==> src/rtl/rgbcp_pkg.sv <==
// rgbcp_pkg: shared types and constants for the rgb565 to client pixel converter
// no dependencies; imported by rgbcp_scale, rgbcp_pack and rgb565_to_client_pixel
`default_nettype none

package rgbcp_pkg;

    localparam int LIMIT_BITS   = 16;
    localparam int SCALED_BITS  = 16;
    localparam int POS_BITS     = 5;
    localparam int PBITS_BITS   = 6;
    localparam int PIXEL_BITS   = 32;
    localparam int COUNT_BITS   = 3;

    // supported client pixel widths, anything else is sent as 32 bits
    localparam logic [PBITS_BITS-1:0] PIXEL_WIDTH_8  = 6'd8;
    localparam logic [PBITS_BITS-1:0] PIXEL_WIDTH_16 = 6'd16;

    localparam logic [COUNT_BITS-1:0] COUNT_ONE  = 3'd1;
    localparam logic [COUNT_BITS-1:0] COUNT_TWO  = 3'd2;
    localparam logic [COUNT_BITS-1:0] COUNT_FOUR = 3'd4;

    typedef enum logic [2:0] {
        REG_PIXEL_BITS     = 3'd0,
        REG_BYTE_ORDER_BIG = 3'd1,
        REG_RED_LIMIT      = 3'd2,
        REG_GREEN_LIMIT    = 3'd3,
        REG_BLUE_LIMIT     = 3'd4,
        REG_RED_POSITION   = 3'd5,
        REG_GREEN_POSITION = 3'd6,
        REG_BLUE_POSITION  = 3'd7
    } cfg_reg_t;

    typedef struct packed {
        logic [PBITS_BITS-1:0] pixel_bits;
        logic                  byte_order_big;
        logic [POS_BITS-1:0]   red_position;
        logic [POS_BITS-1:0]   green_position;
        logic [POS_BITS-1:0]   blue_position;
    } pack_cfg_t;

endpackage

`default_nettype wire

==> src/rtl/rgbcp_scale.sv <==
// rgbcp_scale: three-stage rescale of one color component, (c*limit+half)/(2^n-1)
// depends on rgbcp_pkg; division is a reciprocal multiply plus one correction step
`default_nettype none

module rgbcp_scale
    import rgbcp_pkg::*;
#(
    parameter int CompBits = 5
)(
    input  wire logic                   clk,
    input  wire logic [CompBits-1:0]    comp,
    input  wire logic [LIMIT_BITS-1:0]  limit,
    output logic      [SCALED_BITS-1:0] scaled
);

    localparam int XBits     = CompBits + LIMIT_BITS;
    localparam int Divisor   = (1 << CompBits) - 1;
    localparam int Half      = (1 << (CompBits - 1)) - 1;
    localparam int Shift     = XBits + 6;
    localparam int RecipBits = Shift - CompBits + 1;
    localparam longint RecipL = (64'sd1 <<< Shift) / Divisor;
    localparam logic [RecipBits-1:0] Recip = RecipBits'(RecipL);
    localparam int ProdBits  = XBits + RecipBits;

    logic [XBits-1:0]       x_reg, x_next;
    logic [XBits-1:0]       x2_reg;
    logic [SCALED_BITS-1:0] q_est_reg, q_est_next;
    logic [SCALED_BITS-1:0] q_reg, q_next;
    logic [ProdBits-1:0]    recip_prod;
    logic [XBits-1:0]       q_times_div;
    logic [XBits-1:0]       rem;

    // stage 1: product plus rounding half
    assign x_next = XBits'(comp) * XBits'(limit) + XBits'(Half);

    // stage 2: quotient estimate, equal to the true quotient or one short
    assign recip_prod = ProdBits'(x_reg) * ProdBits'(Recip);
    assign q_est_next = recip_prod[Shift +: SCALED_BITS];

    // stage 3: remainder check fixes the estimate
    assign q_times_div = (XBits'(q_est_reg) << CompBits) - XBits'(q_est_reg);
    assign rem         = x2_reg - q_times_div;
    assign q_next      = (rem >= XBits'(Divisor)) ? q_est_reg + 1'b1 : q_est_reg;

    always_ff @(posedge clk)
    begin
        x_reg     <= x_next;
        x2_reg    <= x_reg;
        q_est_reg <= q_est_next;
        q_reg     <= q_next;
    end

    assign scaled = q_reg;

endmodule

`default_nettype wire

==> src/rtl/rgbcp_pack.sv <==
// rgbcp_pack: places the scaled components and orders the bytes for sending
// depends on rgbcp_pkg; one register stage that drives the result ports
`default_nettype none

module rgbcp_pack
    import rgbcp_pkg::*;
(
    input  wire logic                   clk,
    input  wire pack_cfg_t              cfg,
    input  wire logic [SCALED_BITS-1:0] red,
    input  wire logic [SCALED_BITS-1:0] green,
    input  wire logic [SCALED_BITS-1:0] blue,
    output logic      [PIXEL_BITS-1:0]  wire_bytes,
    output logic      [COUNT_BITS-1:0]  byte_count
);

    logic [PIXEL_BITS-1:0] pixel;
    logic [PIXEL_BITS-1:0] wire_reg, wire_next;
    logic [COUNT_BITS-1:0] count_reg, count_next;

    // bits shifted past bit 31 drop out
    assign pixel = (PIXEL_BITS'(red)   << cfg.red_position)
                 | (PIXEL_BITS'(green) << cfg.green_position)
                 | (PIXEL_BITS'(blue)  << cfg.blue_position);

    always_comb
    begin
        if (cfg.pixel_bits == PIXEL_WIDTH_8) begin
            count_next = COUNT_ONE;
        end else if (cfg.pixel_bits == PIXEL_WIDTH_16) begin
            count_next = COUNT_TWO;
        end else begin
            count_next = COUNT_FOUR;
        end
    end

    always_comb
    begin
        case (count_next)
            COUNT_ONE: wire_next = {24'd0, pixel[7:0]};
            COUNT_TWO:
            begin
                if (cfg.byte_order_big) begin
                    wire_next = {16'd0, pixel[7:0], pixel[15:8]};
                end else begin
                    wire_next = {16'd0, pixel[15:0]};
                end
            end
            default:
            begin
                if (cfg.byte_order_big) begin
                    wire_next = {pixel[7:0], pixel[15:8], pixel[23:16], pixel[31:24]};
                end else begin
                    wire_next = pixel;
                end
            end
        endcase
    end

    always_ff @(posedge clk)
    begin
        wire_reg  <= wire_next;
        count_reg <= count_next;
    end

    assign wire_bytes = wire_reg;
    assign byte_count = count_reg;

endmodule

`default_nettype wire

==> src/rtl/rgb565_to_client_pixel.sv <==
// rgb565_to_client_pixel: rgb565 to client true-colour pixel converter, top level
// depends on rgbcp_pkg, rgbcp_scale and rgbcp_pack
//
//  channel   handshake                  payload
//  input     start, busy                source_pixel[15:0]
//  result    done (one-cycle strobe)    wire_bytes[31:0], byte_count[2:0]
//  config    write_enable               write_index[2:0], write_data[15:0]
//
// one pixel a cycle; each result is registered through the scale pipe
// (multiply, reciprocal multiply, correction)
// followed by the byte packing register
// busy stays low: the pipe never stalls and the receiver cannot stall
// reset clears the valid bits and loads the default 16-bit 5:6:5 format
`default_nettype none

module rgb565_to_client_pixel
    import rgbcp_pkg::*;
(
    input  wire logic                   clk,
    input  wire logic                   rst_n,
    input  wire logic                   start,
    output logic                        busy,
    input  wire logic [15:0]            source_pixel,
    output logic                        done,
    output logic      [PIXEL_BITS-1:0]  wire_bytes,
    output logic      [COUNT_BITS-1:0]  byte_count,
    input  wire logic                   write_enable,
    input  wire logic [2:0]             write_index,
    input  wire logic [LIMIT_BITS-1:0]  write_data
);

    localparam int Stages = 4;

    logic [PBITS_BITS-1:0] pixel_bits_reg;
    logic                  byte_order_big_reg;
    logic [LIMIT_BITS-1:0] red_limit_reg;
    logic [LIMIT_BITS-1:0] green_limit_reg;
    logic [LIMIT_BITS-1:0] blue_limit_reg;
    logic [POS_BITS-1:0]   red_position_reg;
    logic [POS_BITS-1:0]   green_position_reg;
    logic [POS_BITS-1:0]   blue_position_reg;

    logic [Stages-1:0]      valid_reg, valid_next;
    logic                   accept;
    logic [SCALED_BITS-1:0] red_scaled;
    logic [SCALED_BITS-1:0] green_scaled;
    logic [SCALED_BITS-1:0] blue_scaled;
    pack_cfg_t              pack_cfg;

    assign busy       = 1'b0;
    assign accept     = start && !busy;
    assign valid_next = {valid_reg[Stages-2:0], accept};

    always_ff @(posedge clk or negedge rst_n)
    begin
        if (!rst_n) begin
            valid_reg <= '0;
        end else begin
            valid_reg <= valid_next;
        end
    end

    always_ff @(posedge clk or negedge rst_n)
    begin
        if (!rst_n) begin
            pixel_bits_reg     <= PIXEL_WIDTH_16;
            byte_order_big_reg <= 1'b0;
            red_limit_reg      <= 16'd31;
            green_limit_reg    <= 16'd63;
            blue_limit_reg     <= 16'd31;
            red_position_reg   <= 5'd11;
            green_position_reg <= 5'd5;
            blue_position_reg  <= 5'd0;
        end else if (write_enable) begin
            unique case (cfg_reg_t'(write_index))
                REG_PIXEL_BITS:     pixel_bits_reg     <= write_data[PBITS_BITS-1:0];
                REG_BYTE_ORDER_BIG: byte_order_big_reg <= write_data[0];
                REG_RED_LIMIT:      red_limit_reg      <= write_data;
                REG_GREEN_LIMIT:    green_limit_reg    <= write_data;
                REG_BLUE_LIMIT:     blue_limit_reg     <= write_data;
                REG_RED_POSITION:   red_position_reg   <= write_data[POS_BITS-1:0];
                REG_GREEN_POSITION: green_position_reg <= write_data[POS_BITS-1:0];
                REG_BLUE_POSITION:  blue_position_reg  <= write_data[POS_BITS-1:0];
                default: ;
            endcase
        end
    end

    rgbcp_scale #(.CompBits(5)) u_scale_red (
        .clk    (clk),
        .comp   (source_pixel[15:11]),
        .limit  (red_limit_reg),
        .scaled (red_scaled)
    );

    rgbcp_scale #(.CompBits(6)) u_scale_green (
        .clk    (clk),
        .comp   (source_pixel[10:5]),
        .limit  (green_limit_reg),
        .scaled (green_scaled)
    );

    rgbcp_scale #(.CompBits(5)) u_scale_blue (
        .clk    (clk),
        .comp   (source_pixel[4:0]),
        .limit  (blue_limit_reg),
        .scaled (blue_scaled)
    );

    assign pack_cfg.pixel_bits     = pixel_bits_reg;
    assign pack_cfg.byte_order_big = byte_order_big_reg;
    assign pack_cfg.red_position   = red_position_reg;
    assign pack_cfg.green_position = green_position_reg;
    assign pack_cfg.blue_position  = blue_position_reg;

    rgbcp_pack u_pack (
        .clk        (clk),
        .cfg        (pack_cfg),
        .red        (red_scaled),
        .green      (green_scaled),
        .blue       (blue_scaled),
        .wire_bytes (wire_bytes),
        .byte_count (byte_count)
    );

    assign done = valid_reg[Stages-1];

endmodule

`default_nettype wire
==> config.mk <==
export PLATFORM = sky130hd
export DESIGN_NAME = rgb565_to_client_pixel
export DESIGN_NICKNAME = d
export VERILOG_FILES = /design/src/rtl/rgbcp_pkg.sv /design/src/rtl/rgbcp_scale.sv /design/src/rtl/rgbcp_pack.sv /design/src/rtl/rgb565_to_client_pixel.sv
export SDC_FILE = /design/constraint.sdc
export NUM_CORES = 2
export LEC_CHECK = 0
export BUFFER_PORTS_ARGS = -buffer_cell sky130_fd_sc_hd__buf_2
export CAP_MARGIN = 10
export CORE_MARGIN = 10
export CORE_UTILIZATION = 50
export DETAILED_ROUTE_END_ITERATION = 10
export GPL_TIMING_DRIVEN = 0
export HOLD_SLACK_MARGIN = 0.1
export PLACE_DENSITY = 0.77
export SYNTH_ARGS = -nofsm -noshare
export SYNTH_HDL_FRONTEND = slang
export SYNTH_SLANG_ARGS = --single-unit
==> constraint.sdc <==
create_clock -name clk -period 6.2 [get_ports clk]
set_clock_uncertainty 0.15 [all_clocks]
set_input_delay 1.24 -clock clk [delete_from_list [all_inputs] [get_ports clk]]
set_output_delay 1.24 -clock clk [all_outputs]
set_load 0.1 [all_outputs]
Word level (Yosys, flattened, before mapping)
Cells that the tools add are included.
- flip-flop bits (word level): 333
- add/sub/neg operators: 12
- $mul: 6
- $lt $le $gt $ge: 3
- equal/unequal tests: 11
- shift operators: 3
- mux-type cells: 8
- bitwise logic cells: 2
- reduce and logical (&&, ||, !) cells: 9
- operators with widths (operator ; number):
    $shl A16 B5 Y32 ; 3
    $mul A21 B21 Y41 const B ; 2
    $mux W16 ; 4
    $or A32 B32 Y32 ; 2
    $pmux W32 S2 ; 1
    $add A16 B1 Y16 const B ; 3
    $add A21 B4 Y21 const B ; 2
    $ge A21 B5 Y1 const B ; 2
    $mul A5 B16 Y21 ; 2
    $sub A21 B16 Y21 ; 2
    $sub A21 B21 Y21 ; 2
    $mul A22 B19 Y40 const B ; 1
    $mux W32 ; 1
    $add A22 B5 Y22 const B ; 1
    $ge A22 B6 Y1 const B ; 1
    $mul A6 B16 Y22 ; 1
    $sub A22 B16 Y22 ; 1
    $sub A22 B22 Y22 ; 1
    $reduce_and A2 Y1 ; 8
    $eq A3 B3 Y1 const B ; 4
    $eq A3 B2 Y1 const B ; 3
    $eq A3 B1 Y1 const B ; 2
    $eq A6 B4 Y1 const B ; 1
    $eq A6 B5 Y1 const B ; 1
    2 further kinds ; 3

Depth between registers and ports, before layout
- depth after elaboration: 5
- gate-level depth with buffers: 19

Modules after synthesis
A second synthesis with hierarchy kept.
- cells, all modules: 3731
- area total of the unflattened synthesis: 35713.0 um^2
- by module, submodules not included (module ; instances ; cells each ; area an instance (um^2)):
    rgbcp_scale (u_scale_red) ; 1 ; 1027 ; 9556.7
    rgbcp_scale (u_scale_blue) ; 1 ; 1032 ; 9417.8
    rgbcp_scale (u_scale_green) ; 1 ; 959 ; 8948.6
    rgbcp_pack ; 1 ; 552 ; 4862.2
    rgb565_to_client_pixel ; 1 ; 161 ; 2927.8

Worst setup path after synthesis
No wires, ideal clock.
- path type: input to register
- start point: input source_pixel[8]
- end point: register u_scale_green.x_reg[18]
- library setup time: 72 ps
- arrival: 5558 ps
- setup slack: 420 ps
- cell stages on the path: 19
- cell sequence: clkbuf_1 > nand2_1 > fa_1 > inv_1 > ha_1 > fa_1 > inv_1 > fa_1 > inv_1 > ha_1 > inv_1 > o21bai_1 > a2111o_1 > a31oi_1 > a21oi_1 > a211o_1 > a21o_1 > a21oi_1 > xnor2_1
- cells in the longest elaborated chain, start to end: 2
- RTL lines (item ; line ; RTL):
    start: declaration ; rgb565_to_client_pixel.sv:23 ; input wire logic [15:0] source_pixel,
    $mul A6 B16 Y22 ; rgbcp_scale.sv:34 ; assign x_next = XBits'(comp) * XBits'(limit) + XBits'(Half);
    $add A22 B5 Y22 ; rgbcp_scale.sv:34 ;
    named net u_scale_green.x_next[18] ; rgbcp_scale.sv:25 ; logic [XBits-1:0] x_reg, x_next;
    end signal: assignment ; rgbcp_scale.sv:47 ; x_reg <= x_next;
    end: declaration ; rgbcp_scale.sv:25 ;
The timed path passes the listed nets, and every way through them passes these cells.
A chain may end at the register's enable or synchronous reset.

Final worst setup path
Ends and elaborated chain as after synthesis.

==> flow_summary.json <==
{
  "tightest_slew_ns": 0.857,
  "clock_path_buffers": 3,
  "syn_area_per_cell_sq_um": 9.20,
  "cp_top_family": "adder cells",
  "setup-tns-final_ns": 0,
  "antenna_left": 0,
  "route.detailed.drc": 0,
  "instances_no_fill": 4842,
  "status": "complete, no violations",
  "cts_buffers": 41,
  "critPathArrivalTime_ns": 6.30,
  "period_share_pct": 96.4,
  "synth-edff-count": 0,
  "async_flop_share_pct": 22.2,
  "period_minus_slack_ns": 5.98,
  "synth-seq-area-share_pct": 20.4,
  "path_max_fanout": 10,
  "num_vias": 26400,
  "area_growth_pct": 8.24,
  "chipHeight_um": 283,
  "maxSlewHeadroom_pct": 41.4,
  "hp-class": "reg -> reg",
  "syn_area_sq_um": 34600,
  "critPathKind": "in -> reg",
  "path_common_cell": "inv_1",
  "drv_cap": 0,
  "synthDistinctLibCells": 92,
  "coreArea_sq_um": 68600,
  "wl_mm": 83.6,
  "initial_utilization_pct": 50.5,
  "wl_per_cell_um": 17.3,
  "synthFlopType": "dfxtp_1",
  "grt_pass1_vias": 27000,
  "max_stage_delay_ns": 0.55,
  "place_congestion": 0.954,
  "cts_root_buf": "clkbuf_16",
  "ctsHoldBuffers": 0,
  "ys_seq_elements": 333,
  "setup_viol": 0,
  "path_cells": "buf_2 > clkbuf_1 > nand2_1 > fa_1 > inv_1 > ha_1 > fa_1 > inv_1 > fa_1 > inv_1 > ha_1 > inv_1 > o21bai_1 > a2111o_1 > a31oi_1 > a21oi_1 > a211o_1 > a21o_1 > a21oi_1 > xnor2_1",
  "overflow": 0,
  "place.detailed.hpwl_mm": 68.0,
  "layout-drive-gt1-share_pct": 8.16,
  "final_common_cell": "inv_1",
  "num_rows": 96,
  "die_area_sq_um": 80200,
  "fmax_mhz": 167,
  "nFillCells": 5969,
  "fin_nets": 4769,
  "place.port_buffers": 72,
  "clock_sinks": 333,
  "drt-initial-drc-count": 1728,
  "grt_max_degree": 51,
  "ioPinCount": 76,
  "slew_viol_final": 0,
  "critPathLaunchType": "input pin",
  "grt_usage_pct": 20.6,
  "syn_nets": 4652,
  "first_pass_iters": 6,
  "largest_register_ffs": 32,
  "cts_max_level": 2,
  "synth.yosys.warnings": 0,
  "grt_first_pass_wirelength_mm": 137,
  "insertion_delay_ns": 0.56,
  "dpl.cell_count": 4769,
  "syn_inst": 3764,
  "required_ns": 6.53,
  "crit_buf_inv": 6,
  "die_w_um": 283,
  "hold_violations": 0,
  "cts.clk_slew.worst_paths_ns": 0.06,
  "crit_slowest_cell": "fa_1",
  "antenna_found_initial": 7,
  "cp-end-kind": "flip-flop",
  "vias_per_cell": 5.45,
  "cts_tree": "built",
  "final_cell_mix": "663 x inv_1, 591 x ha_1, 259 x dfxtp_1"
}
## cell usage after synthesis, drive strengths merged, types with 9 or more instances
library cell  number  share of area (%)
clkbuf            76               0.82
nand3             64               0.93
mux2i             72                2.1
o22ai             28               0.51
a21boi            13               0.28
a31oi             18               0.33
a211oi            47                1.0
o21bai            12               0.26
nor2             180                2.0
fa               258                 15
nor3              71                1.1
nand4             28               0.51
nor2b             27               0.49
a21oi            131                1.9
a211o             11               0.28
ha               591                 21
and4               9               0.23
mux2              93                3.0
dfstp             22                1.7
dfrtp             52                3.8
or2               15               0.27
and2             214                3.9
inv              664                7.2
nand2            202                2.2
or3               16               0.29
nand2b            28               0.51
buf               16               0.25
xor2              28               0.71
and3              20               0.37
o21ai             98                1.4
dfxtp            259                 15
o211ai            12               0.26
mux4              18                1.2
nor3b             13               0.30
xnor2            127                3.2
o21a              25               0.54
nor4              18               0.33
a21o              40               0.87
## path summary, 6_finish.rpt
kind	start	endpoint	slack [ns]	cells after the start
max	source_pixel[8]	u_scale_green.x_reg[18]	0.22	20
min in group asynchronous	rst_n	blue_limit_reg[12]	0.47	1
max reg2reg	u_scale_red.x_reg[2]	u_scale_red.q_est_reg[15]	0.47	19
max in group asynchronous	rst_n	green_position_reg[0]	4.77	2
min reg2reg	valid_reg[1]	valid_reg[2]	0.20	0
min	valid_reg[1]	valid_reg[2]	0.20	0
## through the flow
step                      setup WS [ns]  instance area, sq um  utilization [%]  hold slack (ns)
final                             0.224                 37500             54.6            0.195
after global routing            -0.0209                 37500             54.6            0.202
after CTS                         0.215                 37500             54.6            0.198
after detailed placement         -0.292                 36200             52.8            0.186
after global placement           -0.206                 36100             52.7            0.185
after floorplan                   0.420                 34600                -            0.181
## layout make-up
cell class | instances | area (sq um) | share of cell area, %
Inverter | 668 | 2510 | 6.69
Clock inverter | 17 | 160 | 0.427
Tap cell | 931 | 1160 | 3.11
Antenna cell | 2 | 5.00 | 0.0134
Sequential cell | 333 | 7060 | 18.9
Multi-Input combinational cell | 2671 | 24700 | 65.9
Buffer | 92 | 373 | 0.995
Timing Repair Buffer | 74 | 395 | 1.06
Clock buffer | 54 | 1110 | 2.98
## routing by layer
metal  track usage [%]  routed length [um]  up-vias
met5                 0                  21        -
li1                  -                   -    12900
met3              2.62                4360      161
met1              27.2               38200    12600
met4              7.31                2820        4
met2              34.2               38200      714
## logic make-up after synthesis
logic type                 count (synthesis)  share of synthesized area (%)
muxes                                    183                           6.29
buffers and inverters                    760                           8.32
AOI/OAI and AO/OA                        552                           10.7
other                                      1                         0.0108
adders and majority gates                849                           36.3
DFF                                      333                           20.4
and+or+nand+nor                          931                           14.0
xor gates and xnor gates                 155                           3.92
## repair_timing
item | CTS | global route
buffers inserted | 0 | 0
gates resized for setup | 0 | 1
endpoints found under the hold margin | 0 | 0
setup endpoints to repair | 0 | 2
Power is left out: the tool's default activity adds up to more than one toggle a clock period on the data nets, which glitch-free logic cannot reach.
